==> config.mk <==
export PLATFORM = sky130hd
export DESIGN_NAME = alarm_table_and_countdown_timer
export DESIGN_NICKNAME = d
export VERILOG_FILES = /design/src/rtl/alm_pkg.sv /design/src/rtl/alm_alu.sv /design/src/rtl/alm_entry_mem.sv /design/src/rtl/alarm_table_and_countdown_timer.sv
export SDC_FILE = /design/constraint.sdc
export NUM_CORES = 1
export LEC_CHECK = 0
export BUFFER_PORTS_ARGS = -buffer_cell sky130_fd_sc_hd__buf_2
export CAP_MARGIN = 20
export CORE_MARGIN = 3
export CORE_UTILIZATION = 64
export CTS_BUF_LIST = sky130_fd_sc_hd__clkbuf_4
export CTS_CLUSTER_SIZE = 24
export DETAILED_ROUTE_END_ITERATION = 8
export HOLD_SLACK_MARGIN = 0.12
export PLACE_DENSITY = 0.91
export SLEW_MARGIN = 20
export SYNTH_ARGS = -nofsm -noshare
export SYNTH_HDL_FRONTEND = slang
export SYNTH_HIERARCHICAL = 1
export SYNTH_SLANG_ARGS = --single-unit
==> constraint.sdc <==
create_clock -name clk -period 9.3 [get_ports clk]
set_input_delay 2.325 -clock clk [delete_from_list [all_inputs] [get_ports clk]]
set_output_delay 2.325 -clock clk [all_outputs]
set_load 0.01 [all_outputs]
==> src/rtl/alm_pkg.sv <==
`timescale 1ns / 1ps
// ----------------------------------------------------------------------------
// alm_pkg: shared types and constants of the alarm table and countdown timer
// Holds the command codes, sequencer states, entry layout and the request and
// response structures of the shared arithmetic unit.
// ----------------------------------------------------------------------------
package alm_pkg;

    typedef enum logic [3:0] {
        CMD_TICK       = 4'd0,
        CMD_ADD        = 4'd1,
        CMD_TOGGLE     = 4'd2,
        CMD_DELETE     = 4'd3,
        CMD_STOP_RING  = 4'd4,
        CMD_TIMER_TGL  = 4'd5,
        CMD_TIMER_RST  = 4'd6,
        CMD_PLUS_MIN   = 4'd7,
        CMD_MINUS_MIN  = 4'd8
    } cmd_t;

    typedef enum logic [3:0] {
        S_IDLE,
        S_DISPATCH,
        S_RING_CHK,
        S_TMR_AGE,
        S_TMR_CHK,
        S_WALK,
        S_TOGGLE_WR,
        S_DELETE,
        S_DONE
    } state_t;

    typedef enum logic {
        ALU_ADD,
        ALU_SUB
    } alu_op_t;

    typedef struct packed {
        alu_op_t     op;
        logic [31:0] a;
        logic [31:0] b;
    } alu_req_t;

    typedef struct packed {
        logic [31:0] res;
        logic        carry;   // carry out on add, borrow on subtract
        logic        zero;
    } alu_rsp_t;

    typedef struct packed {
        logic [4:0] hour;
        logic [5:0] minute;
        logic       enabled;
        logic       latched;
    } entry_t;

    localparam logic [31:0] RING_TIMEOUT = 32'd300;
    localparam logic [15:0] STEP_SECONDS = 16'd60;
    localparam logic [15:0] DUR_RESET    = 16'd60;
    localparam logic [15:0] DUR_MAX      = 16'hFFFF;

endpackage

==> src/rtl/alm_alu.sv <==
`timescale 1ns / 1ps
// ----------------------------------------------------------------------------
// alm_alu: shared add/subtract unit
// One 32-bit adder used by the sequencer for tick ages, limit and timeout
// compares, duration steps and the hour/minute match of each alarm entry.
// ----------------------------------------------------------------------------
module alm_alu
(
    input  alm_pkg::alu_req_t req,
    output alm_pkg::alu_rsp_t rsp
);

    logic [32:0] sum;

    always_comb
    begin
        if (req.op == alm_pkg::ALU_SUB)
        begin
            sum = {1'b0, req.a} - {1'b0, req.b};
        end
        else
        begin
            sum = {1'b0, req.a} + {1'b0, req.b};
        end
        rsp.res   = sum[31:0];
        rsp.carry = sum[32];
        rsp.zero  = (sum[31:0] == 32'd0);
    end

endmodule

==> src/rtl/alm_entry_mem.sv <==
`timescale 1ns / 1ps
// ----------------------------------------------------------------------------
// alm_entry_mem: alarm entry store
// One write port and one read port with registered read data. Contents are
// undefined until written.
// ----------------------------------------------------------------------------
module alm_entry_mem #(
    parameter int DEPTH = 8,
    parameter int AW    = 3
)
(
    input  logic             clk,
    input  logic             wr_en,
    input  logic [AW-1:0]    wr_addr,
    input  alm_pkg::entry_t  wr_data,
    input  logic             rd_en,
    input  logic [AW-1:0]    rd_addr,
    output alm_pkg::entry_t  rd_data
);

    alm_pkg::entry_t mem [DEPTH];

    always_ff @(posedge clk)
    begin
        if (wr_en)
        begin
            mem[wr_addr] <= wr_data;
        end
    end

    always_ff @(posedge clk)
    begin
        if (rd_en)
        begin
            rd_data <= mem[rd_addr];
        end
    end

endmodule

==> src/rtl/alarm_table_and_countdown_timer.sv <==
`timescale 1ns / 1ps
// ----------------------------------------------------------------------------
// alarm_table_and_countdown_timer: alarm table with ring cadence and timer
// A small sequencer shares one adder and an entry store with a read and a write
// port; a tick checks ring age and timeout, timer expiry, then walks the table.
// ----------------------------------------------------------------------------
//  Channel  Dir  Signals                      Payload
//  s_       in   tvalid tready tdata tuser    tuser: command; tdata: time, index
//  m_       out  tvalid tready tdata          status after the item
//
//  A tick checks the ring age while ringing and the timer while it runs, then
//  walks the table, reading one entry per cycle from the store. Delete copies
//  each entry above the deleted one down by one place; toggle reads the entry
//  and writes it back. s_tready is high only while idle. The result sits in an
//  output register, so a new item is taken while it waits; a stalled result
//  holds the sequencer in its final state. Reset clears the control state at
//  once and needs no clearing pass.
// ----------------------------------------------------------------------------
module alarm_table_and_countdown_timer #(
    parameter int MAX_ENTRIES      = 8,
    parameter int TICKS_PER_SECOND = 60
)
(
    input  logic        clk,
    input  logic        rst_n,
    input  logic        s_tvalid,
    output logic        s_tready,
    // [31:0] now_ticks, [36:32] clock_hour, [42:37] clock_minute,
    // [48:43] clock_second, [51:49] entry_index, [55:52] zero
    input  logic [55:0] s_tdata,
    // [3:0] command
    input  logic [3:0]  s_tuser,
    output logic        m_tvalid,
    input  logic        m_tready,
    // [0] ringing_now, [1] beep_request, [2] sound_off, [6:3] entry_total,
    // [7] timer_active, [23:8] timer_duration
    output logic [23:0] m_tdata
);

    localparam int AW = (MAX_ENTRIES > 1) ? $clog2(MAX_ENTRIES) : 1;
    localparam int CW = $clog2(MAX_ENTRIES + 1);
    localparam int IW = (CW > 3) ? CW : 3;
    localparam int TW = $clog2(TICKS_PER_SECOND + 1);
    localparam int LW = 16 + TW;
    localparam logic [TW-1:0] TPS_C = TW'(TICKS_PER_SECOND);
    localparam logic [CW-1:0] MAX_C = CW'(MAX_ENTRIES);

    // The beep is on for the first half of each 20-tick period. The age is
    // split as 4 * (age >> 2) + age[1:0]; (age >> 2) mod 5 follows from the
    // sum of its nibbles, since 16 is one modulo 5.
    function automatic logic beep_phase(input logic [31:0] age);
        logic [6:0] s;
        logic [4:0] t;
        logic [2:0] r;
        s = {5'd0, age[31:30]};
        for (int k = 0; k < 7; k++)
        begin
            s = s + {3'd0, age[2 + 4 * k +: 4]};
        end
        t = {2'd0, s[6:4]} + {1'b0, s[3:0]};
        if (t >= 5'd20)
        begin
            t = t - 5'd20;
        end
        if (t >= 5'd10)
        begin
            t = t - 5'd10;
        end
        if (t >= 5'd5)
        begin
            t = t - 5'd5;
        end
        r = t[2:0];
        return (r < 3'd2) || ((r == 3'd2) && !age[1]);
    endfunction

    alm_pkg::state_t state_reg, state_next;
    alm_pkg::cmd_t   cmd_reg, cmd_next;
    logic [31:0]     now_reg, now_next;
    logic [4:0]      hour_reg, hour_next;
    logic [5:0]      min_reg, min_next;
    logic [5:0]      sec_reg, sec_next;
    logic [2:0]      idx_reg, idx_next;

    logic [CW-1:0]   count_reg, count_next;
    logic            ring_reg, ring_next;
    logic [31:0]     ring_begin_reg, ring_begin_next;
    logic            timer_reg, timer_next;
    logic [31:0]     timer_begin_reg, timer_begin_next;
    logic [15:0]     dur_reg, dur_next;

    logic            beep_reg, beep_next;
    logic            off_reg, off_next;
    logic [31:0]     diff_reg, diff_next;
    logic [LW-1:0]   limit_reg, limit_next;
    logic [CW-1:0]   walk_reg, walk_next;
    logic            pipe_vld_reg, pipe_vld_next;
    logic [AW-1:0]   pipe_idx_reg, pipe_idx_next;

    logic            m_valid_reg, m_valid_next;
    logic [23:0]     m_data_reg, m_data_next;

    alm_pkg::alu_req_t alu_req;
    alm_pkg::alu_rsp_t alu_rsp;

    logic            mem_wr_en;
    logic [AW-1:0]   mem_wr_addr;
    alm_pkg::entry_t mem_wr_data;
    logic            mem_rd_en;
    logic [AW-1:0]   mem_rd_addr;
    alm_pkg::entry_t mem_rd_data;

    logic [IW-1:0]   idx_w;
    logic            idx_ok;
    logic            match;
    logic            fire;

    alm_alu u_alu
    (
        .req (alu_req),
        .rsp (alu_rsp)
    );

    alm_entry_mem #(
        .DEPTH (MAX_ENTRIES),
        .AW    (AW)
    ) u_mem
    (
        .clk     (clk),
        .wr_en   (mem_wr_en),
        .wr_addr (mem_wr_addr),
        .wr_data (mem_wr_data),
        .rd_en   (mem_rd_en),
        .rd_addr (mem_rd_addr),
        .rd_data (mem_rd_data)
    );

    assign s_tready = (state_reg == alm_pkg::S_IDLE);
    assign m_tvalid = m_valid_reg;
    assign m_tdata  = m_data_reg;

    assign idx_w  = IW'(idx_reg);
    assign idx_ok = idx_w < IW'(count_reg);
    assign match  = alu_rsp.zero;
    assign fire   = mem_rd_data.enabled && !mem_rd_data.latched && match
                    && (sec_reg[5:1] == 5'd0);

    always_ff @(posedge clk or negedge rst_n)
    begin
        if (!rst_n)
        begin
            state_reg       <= alm_pkg::S_IDLE;
            count_reg       <= '0;
            ring_reg        <= 1'b0;
            ring_begin_reg  <= 32'd0;
            timer_reg       <= 1'b0;
            timer_begin_reg <= 32'd0;
            dur_reg         <= alm_pkg::DUR_RESET;
            walk_reg        <= '0;
            pipe_vld_reg    <= 1'b0;
            m_valid_reg     <= 1'b0;
        end
        else
        begin
            state_reg       <= state_next;
            count_reg       <= count_next;
            ring_reg        <= ring_next;
            ring_begin_reg  <= ring_begin_next;
            timer_reg       <= timer_next;
            timer_begin_reg <= timer_begin_next;
            dur_reg         <= dur_next;
            walk_reg        <= walk_next;
            pipe_vld_reg    <= pipe_vld_next;
            m_valid_reg     <= m_valid_next;
        end
    end

    always_ff @(posedge clk)
    begin
        cmd_reg      <= cmd_next;
        now_reg      <= now_next;
        hour_reg     <= hour_next;
        min_reg      <= min_next;
        sec_reg      <= sec_next;
        idx_reg      <= idx_next;
        beep_reg     <= beep_next;
        off_reg      <= off_next;
        diff_reg     <= diff_next;
        limit_reg    <= limit_next;
        pipe_idx_reg <= pipe_idx_next;
        m_data_reg   <= m_data_next;
    end

    always_comb
    begin
        state_next       = state_reg;
        cmd_next         = cmd_reg;
        now_next         = now_reg;
        hour_next        = hour_reg;
        min_next         = min_reg;
        sec_next         = sec_reg;
        idx_next         = idx_reg;
        count_next       = count_reg;
        ring_next        = ring_reg;
        ring_begin_next  = ring_begin_reg;
        timer_next       = timer_reg;
        timer_begin_next = timer_begin_reg;
        dur_next         = dur_reg;
        beep_next        = beep_reg;
        off_next         = off_reg;
        diff_next        = diff_reg;
        limit_next       = limit_reg;
        walk_next        = walk_reg;
        pipe_vld_next    = pipe_vld_reg;
        pipe_idx_next    = pipe_idx_reg;
        m_valid_next     = m_valid_reg && !m_tready;
        m_data_next      = m_data_reg;

        alu_req.op  = alm_pkg::ALU_SUB;
        alu_req.a   = 32'd0;
        alu_req.b   = 32'd0;
        mem_wr_en   = 1'b0;
        mem_wr_addr = '0;
        mem_wr_data = '0;
        mem_rd_en   = 1'b0;
        mem_rd_addr = '0;

        unique case (state_reg)
            alm_pkg::S_IDLE:
            begin
                if (s_tvalid)
                begin
                    cmd_next   = alm_pkg::cmd_t'(s_tuser);
                    now_next   = s_tdata[31:0];
                    hour_next  = s_tdata[36:32];
                    min_next   = s_tdata[42:37];
                    sec_next   = s_tdata[48:43];
                    idx_next   = s_tdata[51:49];
                    state_next = alm_pkg::S_DISPATCH;
                end
            end

            alm_pkg::S_DISPATCH:
            begin
                beep_next  = 1'b0;
                off_next   = 1'b0;
                state_next = alm_pkg::S_DONE;
                case (cmd_reg)
                    alm_pkg::CMD_TICK:
                    begin
                        limit_next = LW'(dur_reg) * LW'(TPS_C);
                        alu_req.a  = now_reg;
                        alu_req.b  = ring_begin_reg;
                        diff_next  = alu_rsp.res;
                        state_next = ring_reg ? alm_pkg::S_RING_CHK
                                              : alm_pkg::S_TMR_AGE;
                    end
                    alm_pkg::CMD_ADD:
                    begin
                        if (count_reg < MAX_C)
                        begin
                            mem_wr_en   = 1'b1;
                            mem_wr_addr = count_reg[AW-1:0];
                            mem_wr_data = '{hour: hour_reg, minute: min_reg,
                                            enabled: 1'b1, latched: 1'b0};
                            count_next  = count_reg + CW'(1);
                        end
                    end
                    alm_pkg::CMD_TOGGLE:
                    begin
                        if (idx_ok)
                        begin
                            mem_rd_en   = 1'b1;
                            mem_rd_addr = AW'(idx_w);
                            state_next  = alm_pkg::S_TOGGLE_WR;
                        end
                    end
                    alm_pkg::CMD_DELETE:
                    begin
                        if (idx_ok)
                        begin
                            walk_next     = CW'(idx_w) + CW'(1);
                            pipe_vld_next = 1'b0;
                            state_next    = alm_pkg::S_DELETE;
                        end
                    end
                    alm_pkg::CMD_STOP_RING:
                    begin
                        if (ring_reg)
                        begin
                            ring_next = 1'b0;
                            off_next  = 1'b1;
                        end
                    end
                    alm_pkg::CMD_TIMER_TGL:
                    begin
                        if (timer_reg)
                        begin
                            timer_next = 1'b0;
                        end
                        else
                        begin
                            timer_next       = 1'b1;
                            timer_begin_next = now_reg;
                        end
                    end
                    alm_pkg::CMD_TIMER_RST:
                    begin
                        timer_next = 1'b0;
                    end
                    alm_pkg::CMD_PLUS_MIN:
                    begin
                        alu_req.op = alm_pkg::ALU_ADD;
                        alu_req.a  = {16'd0, dur_reg};
                        alu_req.b  = {16'd0, alm_pkg::STEP_SECONDS};
                        dur_next   = (|alu_rsp.res[31:16]) ? alm_pkg::DUR_MAX
                                                           : alu_rsp.res[15:0];
                    end
                    alm_pkg::CMD_MINUS_MIN:
                    begin
                        alu_req.a = {16'd0, dur_reg};
                        alu_req.b = {16'd0, alm_pkg::STEP_SECONDS};
                        // Only while the duration is above one minute.
                        if (!alu_rsp.carry && !alu_rsp.zero)
                        begin
                            dur_next = alu_rsp.res[15:0];
                        end
                    end
                    default:
                    begin
                    end
                endcase
            end

            alm_pkg::S_RING_CHK:
            begin
                beep_next = beep_phase(diff_reg);
                alu_req.a = diff_reg;
                alu_req.b = alm_pkg::RING_TIMEOUT + 32'd1;
                if (!alu_rsp.carry)
                begin
                    ring_next = 1'b0;
                    off_next  = 1'b1;
                end
                state_next = alm_pkg::S_TMR_AGE;
            end

            alm_pkg::S_TMR_AGE:
            begin
                alu_req.a     = now_reg;
                alu_req.b     = timer_begin_reg;
                diff_next     = alu_rsp.res;
                walk_next     = '0;
                pipe_vld_next = 1'b0;
                state_next    = timer_reg ? alm_pkg::S_TMR_CHK : alm_pkg::S_WALK;
            end

            alm_pkg::S_TMR_CHK:
            begin
                alu_req.a = diff_reg;
                alu_req.b = 32'(limit_reg);
                if (!alu_rsp.carry)
                begin
                    timer_next      = 1'b0;
                    ring_next       = 1'b1;
                    ring_begin_next = now_reg;
                end
                state_next = alm_pkg::S_WALK;
            end

            alm_pkg::S_WALK:
            begin
                // Read of the next entry overlaps the update of the previous.
                if (walk_reg < count_reg)
                begin
                    mem_rd_en     = 1'b1;
                    mem_rd_addr   = walk_reg[AW-1:0];
                    pipe_idx_next = walk_reg[AW-1:0];
                    pipe_vld_next = 1'b1;
                    walk_next     = walk_reg + CW'(1);
                end
                else
                begin
                    pipe_vld_next = 1'b0;
                end
                if (pipe_vld_reg)
                begin
                    alu_req.a   = {21'd0, mem_rd_data.hour, mem_rd_data.minute};
                    alu_req.b   = {21'd0, hour_reg, min_reg};
                    mem_wr_en   = 1'b1;
                    mem_wr_addr = pipe_idx_reg;
                    mem_wr_data = mem_rd_data;
                    mem_wr_data.latched = match && (mem_rd_data.latched || fire);
                    if (fire)
                    begin
                        ring_next       = 1'b1;
                        ring_begin_next = now_reg;
                    end
                end
                if ((walk_reg == count_reg) && !pipe_vld_reg)
                begin
                    state_next = alm_pkg::S_DONE;
                end
            end

            alm_pkg::S_TOGGLE_WR:
            begin
                mem_wr_en           = 1'b1;
                mem_wr_addr         = AW'(idx_w);
                mem_wr_data         = mem_rd_data;
                mem_wr_data.enabled = !mem_rd_data.enabled;
                state_next          = alm_pkg::S_DONE;
            end

            alm_pkg::S_DELETE:
            begin
                if (walk_reg < count_reg)
                begin
                    mem_rd_en     = 1'b1;
                    mem_rd_addr   = walk_reg[AW-1:0];
                    pipe_idx_next = AW'(walk_reg - CW'(1));
                    pipe_vld_next = 1'b1;
                    walk_next     = walk_reg + CW'(1);
                end
                else
                begin
                    pipe_vld_next = 1'b0;
                end
                if (pipe_vld_reg)
                begin
                    mem_wr_en   = 1'b1;
                    mem_wr_addr = pipe_idx_reg;
                    mem_wr_data = mem_rd_data;
                end
                if ((walk_reg == count_reg) && !pipe_vld_reg)
                begin
                    count_next = count_reg - CW'(1);
                    state_next = alm_pkg::S_DONE;
                end
            end

            alm_pkg::S_DONE:
            begin
                if (!m_valid_reg || m_tready)
                begin
                    m_valid_next = 1'b1;
                    m_data_next  = {dur_reg, timer_reg, 4'(count_reg),
                                    off_reg, beep_reg, ring_reg};
                    state_next   = alm_pkg::S_IDLE;
                end
            end

            default:
            begin
                state_next = alm_pkg::S_IDLE;
            end
        endcase
    end

endmodule

==> impl_metrics.env, run 1 <==
export IMPL_nNetsFinal=1854
export IMPL_highest_layer="met4"
export IMPL_drt_first_iter_violations=1726
export IMPL_htree_levels=3
export IMPL_worstPathRequired_ns=9.90
export IMPL_yosysSeqAreaShare=0.521
export IMPL_start_util=0.659
export IMPL_die_h_um=179
export IMPL_drv_slew=0
export IMPL_synthCells=1510
export IMPL_overflow=0
export IMPL_drive_gt1_frac=0.221
export IMPL_fillers=1864
export IMPL_min_path_cells=0
export IMPL_hold_path_class="flop to flop"
export IMPL_reg2reg_depth=30
export IMPL_fin_area_um2=21300
export IMPL_drc=0
export IMPL_stdcell_count=2118
export IMPL_holdBufCountCts=0
export IMPL_path_depth=30
export IMPL_drt_met1_wl_um=18600
export IMPL_rows=62
export IMPL_final_cell_mix="edfxtp_1 (253), clkbuf_4 (144), inv_1 (117)"
export IMPL_slowest_delay_ns=0.71
export IMPL_finalClockSkew_ns=0.0628
export IMPL_maxCapViolations=0
export IMPL_max_freq_mhz=112
export IMPL_dr_wl_met2_um=22400
export IMPL_grt_pass1_vias=13912
export IMPL_hpwl_um=32600
export IMPL_root_buffer="clkbuf_4"
export IMPL_critPathTopFamily="simple AND/OR/NAND/NOR gates"
export IMPL_grt_pass1_wl_um=74500
export IMPL_critPathLaunchType="flop"
export IMPL_wl_met3_um=5010
export IMPL_run_status="complete, no violations"
export IMPL_placed_cells=1953
export IMPL_grt_max_degree=53
export IMPL_final_common_cell="edfxtp_1"
export IMPL_clkTransAtPathRegs_ns=0.07
export IMPL_worst_path_buf_inv=5
export IMPL_num_vias=13867
export IMPL_io_buffer_count=84
export IMPL_worstMarginPinSlew_ns=0.914
export IMPL_cp_end_kind="flop"
export IMPL_crit_type="flop to flop"
export IMPL_grtUsageTotal=0.301
export IMPL_place_area_um2=20100
export IMPL_largest_reg_flops=104
export IMPL_wire_per_inst_um=22.6
export IMPL_postSynthAreaPerCell_um2=12.7
export IMPL_slew_limit_headroom=0.389
export IMPL_critPathMaxFanout=33
export IMPL_timing_final_crit_share=0.964
export IMPL_numCtsBuffers=88
export IMPL_synth_nets=1705
export IMPL_top_register="u_mem/mem"
export IMPL_cpMaxStageDelayCell="nor2_1"
export IMPL_hold_viol_final=0
export IMPL_syn_area_um2=19200
export IMPL_area_growth_syn_to_layout_pct=11.1
export IMPL_coreArea_um2=29200
export IMPL_cts_resized=0
export IMPL_postCtsSetupRepairBufs=0
export IMPL_fin_crit_ns=8.97
export IMPL_dr_pass1_iters=7
export IMPL_drt_wl_total_um=47900
export IMPL_synth_edf_count=253
export IMPL_yosys_warnings=6
export IMPL_antenna_found_initial=1
export IMPL_cts_buffer_depth=3
export IMPL_dieWidth_um=179
export IMPL_io_pins=90
export IMPL_ys_seq_elements=349
export IMPL_async_reset_ff_frac=0.275
export IMPL_gp_congestion=0.935
export IMPL_cts_tree="done"
export IMPL_grt_setup_unrepaired="false"
export IMPL_cp_arrival_ns=9.57
export IMPL_cts_sinks=349
export IMPL_die_area_um2=32100
export IMPL_ant_nets=0
export IMPL_synth_distinct_cells=80
export IMPL_post_route_worst_setup_slack_ns=0.332
export IMPL_synthFlopType="edfxtp_1"
export IMPL_via_per_inst=6.55
export IMPL_finalSetupViolCount=0
export IMPL_clkLatencyLatePin_ns=0.75
export IMPL_dp_slack_ns=0.790
export IMPL_fin_setup_tns_ns=0
-- metrics by stage --
stage / hold slack [ns] / utilization
6_report: 0.419 / 0.732
5_1_grt: 0.433 / 0.732
4_1_cts: 0.421 / 0.731
3_5_place_dp: 0.407 / 0.689
3_3_place_gp: 0.406 / 0.689
2_1_floorplan: 0.400 / -
-- cells in the mapped netlist (all sizes together) (7+ instances only) --
| cell type | count | area [µm²] |
|---|---|---|
| dfrtp | 92 | 2300 |
| clkbuf | 39 | 146 |
| xor2 | 21 | 184 |
| a31oi | 15 | 93.8 |
| nor2 | 84 | 318 |
| o21ai | 63 | 315 |
| nand3b | 7 | 52.6 |
| edfxtp | 253 | 7600 |
| inv | 117 | 439 |
| o211ai | 10 | 75.1 |
| and3 | 7 | 43.8 |
| a22o | 40 | 350 |
| nand4 | 7 | 43.8 |
| mux4 | 26 | 676 |
| a211oi | 8 | 60.1 |
| nand3 | 19 | 95.1 |
| a222oi | 39 | 390 |
| ha | 78 | 976 |
| mux2 | 79 | 998 |
| nor4 | 15 | 100 |
| or2 | 8 | 50.1 |
| fa | 53 | 1060 |
| nand2b | 17 | 106 |
| o21a | 13 | 97.6 |
| xnor2 | 68 | 596 |
| a21o | 16 | 120 |
| buf | 19 | 169 |
| and2 | 12 | 75.1 |
| nand2 | 103 | 387 |
| nor2b | 11 | 68.8 |
| a21oi | 71 | 355 |
| mux2i | 7 | 70.1 |
| nor3 | 27 | 140 |
-- worst register-to-register path: cells and delay by family, from the launching register on --
kind / cells / cell delay [ns]
compound gates: 6 / 1.41
mux: 1 / 0.40
simple gates: 14 / 4.49
fa+ha+maj: 2 / 0.53
flops: 1 / 0.60
xor+xnor: 2 / 0.43
buf+inv: 5 / 1.00
-- final cells by class --
class | count | area (µm²) | share of cell area
timing repair buffer | 117 | 683 | 0.0320
clock inverter | 20 | 158 | 0.00738
inverter | 117 | 439 | 0.0206
tap | 384 | 480 | 0.0225
antenna | 1 | 2.50 | 0.000117
multi-input combinational | 986 | 8500 | 0.398
sequential | 349 | 10000 | 0.469
clock buffer | 144 | 1080 | 0.0506
-- final timing paths --
| check | from | slack [ns] | endpoint |
|---|---|---|---|
| max | state_reg[2] | 0.33 | ring_begin_reg[15] |
| min | beep_reg | 0.42 | m_tdata[1] |
| max reg2reg | state_reg[2] | 0.33 | ring_begin_reg[15] |
| min reg2reg | beep_reg | 0.42 | m_tdata[1] |
| max in group asynchronous | rst_n | 6.51 | state_reg[3] |
| min in group asynchronous | rst_n | 1.60 | timer_begin_reg[22] |
-- logic make-up after synthesis --
kind of cell	count (synthesis)	synth area share
buf+inv	175	0.0393
mux	112	0.0908
simple gates	333	0.0847
fa+ha+maj	132	0.107
compound gates	320	0.117
xor+xnor	89	0.0406
flops	349	0.521
-- layer usage --
layer / vias up / GRT usage
met5: - / 0
met3: 170 / 0.0688
met2: 914 / 0.475
li1: 6014 / -
met4: 0 / 0.128
met1: 6769 / 0.407
Power of run 1 is not shown: default switching activity piles up to over one toggle a cycle in this logic, so the estimate is an artifact.
==> inputs of run 2 (changes only) <==
--- a/config.mk
+++ b/config.mk
@@ -8,12 +8,12 @@
 export BUFFER_PORTS_ARGS = -buffer_cell sky130_fd_sc_hd__buf_2
 export CAP_MARGIN = 20
 export CORE_MARGIN = 3
-export CORE_UTILIZATION = 64
+export CORE_UTILIZATION = 58
 export CTS_BUF_LIST = sky130_fd_sc_hd__clkbuf_4
 export CTS_CLUSTER_SIZE = 24
 export DETAILED_ROUTE_END_ITERATION = 8
 export HOLD_SLACK_MARGIN = 0.12
-export PLACE_DENSITY = 0.91
+export PLACE_DENSITY = 0.87
 export SLEW_MARGIN = 20
 export SYNTH_ARGS = -nofsm -noshare
 export SYNTH_HDL_FRONTEND = slang
==> constraint.sdc (replaced) <==
create_clock -name clk -period 7.8 [get_ports clk]
set_input_delay 1.95 -clock clk [delete_from_list [all_inputs] [get_ports clk]]
set_output_delay 1.95 -clock clk [all_outputs]
set_load 0.01 [all_outputs]
==> run 2 against run 1 <==
  * Final area rose by 2.8%
  * Utilization fell by 5.9 points
  * Register-to-register slack got worse by 0.27 ns
  * Die area rose by 10%
  * Sequential cell count did not move
  * Worst setup slack got worse by 0.27 ns
  * Critical path type unchanged
  * Via count fell by 0.28%
  * Global-route usage fell by 3.5 points
  * Fmax rose by 16%
  * Worst hold slack got worse by 0.0020 ns
  * First-iteration DRC count rose by 3.2%
  * Routed wire length rose by 0.20%
==> impl_metrics.env, run 2 (synthesis results as in run 1) <==
export IMPL_reg2reg_from="state_reg[0]"
export IMPL_holdBufCountCts=0
export IMPL_worstMarginPinSlew_ns=1.00
export IMPL_crit_type="flop to flop"
export IMPL_cpMaxStageDelayCell="or4b_4"
export IMPL_drt_wl_total_um=48000
export IMPL_ant_nets=0
export IMPL_nNetsFinal=1898
export IMPL_root_buffer="clkbuf_4"
export IMPL_drt_first_iter_violations=1782
export IMPL_hold_viol_final=0
export IMPL_grt_max_degree=65
export IMPL_finalSetupViolCount=0
export IMPL_setup_worst_path_start="state_reg[0]"
export IMPL_run_status="complete, no violations"
export IMPL_critPathLaunchType="flop"
export IMPL_final_common_cell="edfxtp_1"
export IMPL_cp_arrival_ns=8.39
export IMPL_cts_tree="done"
export IMPL_numCtsBuffers=91
export IMPL_gp_congestion=0.938
export IMPL_fin_crit_ns=7.73
export IMPL_coreArea_um2=32600
export IMPL_overflow=0
export IMPL_clkTransAtPathRegs_ns=0.07
export IMPL_cts_sinks=349
export IMPL_area_growth_syn_to_layout_pct=14.2
export IMPL_hold_path_class="flop to flop"
export IMPL_cts_buffer_depth=3
export IMPL_io_buffer_count=84
export IMPL_top_register="u_mem/mem"
export IMPL_slowest_delay_ns=0.60
export IMPL_finalClockSkew_ns=0.0732
export IMPL_grt_pass1_wl_um=74300
export IMPL_wire_per_inst_um=21.6
export IMPL_via_per_inst=6.22
export IMPL_hpwl_um=32500
export IMPL_grt_pass1_vias=13992
export IMPL_num_vias=13828
export IMPL_die_area_um2=35300
export IMPL_drv_slew=0
export IMPL_io_pins=90
export IMPL_slew_limit_headroom=0.327
export IMPL_drive_gt1_frac=0.253
export IMPL_drc=0
export IMPL_critPathTopFamily="simple AND/OR/NAND/NOR gates"
export IMPL_worstPathRequired_ns=8.45
export IMPL_dieWidth_um=188
export IMPL_max_freq_mhz=129
export IMPL_worst_path_buf_inv=5
export IMPL_maxCapViolations=0
export IMPL_htree_levels=3
export IMPL_antenna_found_initial=1
export IMPL_critPathMaxFanout=22
export IMPL_hp_start="off_reg"
export IMPL_clkLatencyLatePin_ns=0.82
export IMPL_cp_common_cell="nor4_4"
export IMPL_largest_reg_flops=104
export IMPL_grtUsageTotal=0.266
export IMPL_rows=66
export IMPL_die_h_um=188
export IMPL_start_util=0.589
export IMPL_timing_final_crit_share=0.992
export IMPL_cp_end_kind="flop"
export IMPL_whs_ns=0.417
export IMPL_dr_pass1_iters=8
export IMPL_final_cell_mix="edfxtp_1 (253), clkbuf_4 (140), inv_1 (117)"
## run 2: cell types whose count changed in the layout (fill, tap and decap cells not counted), moves of 4 or more
cell / before / now
nor4_4: 0 / 4
clkbuf_4: 144 / 140
buf_4: 33 / 70
clkinv_1: 10 / 19
a21oi_1: 71 / 66
a21oi_2: 0 / 5
## run 2: path summary, 6_finish.rpt
check	end	slack, ns	cells after the start
setup / recovery	ring_begin_reg[29]	0.07	31
hold / removal	m_tdata[2]	0.42	0
setup reg to reg	ring_begin_reg[29]	0.07	31
hold reg to reg	m_tdata[2]	0.42	0
max in group asynchronous	timer_begin_reg[1]	5.43	2
min in group asynchronous	timer_reg	1.12	1
## run 2: area by class of cell
type	instances	area [µm²]
Clock inverter	29	186
Timing Repair Buffer	158	1040
Sequential cell	349	10000
Fill cell	2251	10700
Tap cell	442	553
Antenna cell	1	2.50
Clock buffer	140	1050
Multi-Input combinational cell	986	8670
Inverter	117	439
## run 2: repair_timing
item | in CTS | in global routing
pin swaps | 1 | 18
cloned | 0 | 1
endpoints found under the setup margin | 32 | 41
gates resized for setup | 4 | 43
setup buffers | 0 | 11
## run 2: metrics by stage
stage | instances | setup TNS, ns | utilization | setup slack, ns | area [µm²]
finish | 2222 | 0 | 0.673 | 0.0661 | 21900
detailed placement | 2040 | -2.28 | 0.625 | -0.0795 | 20400
global route | 2222 | -3.75 | 0.673 | -0.141 | 21900
floorplan | 1510 | 0 | - | 0.328 | 19200
CTS | 2209 | 0 | 0.664 | 0.0760 | 21600
global placement | 2040 | 0 | 0.625 | 0.0733 | 20400
## run 2: per-layer routing
metal	part of all wire	up-vias	GRT usage
met5	0	-	0
met4	0.030	0	0.0984
met3	0.094	115	0.0611
met2	0.48	821	0.423
met1	0.40	6781	0.362
li1	-	6111	-
Power of run 2 is left out for the same reason.
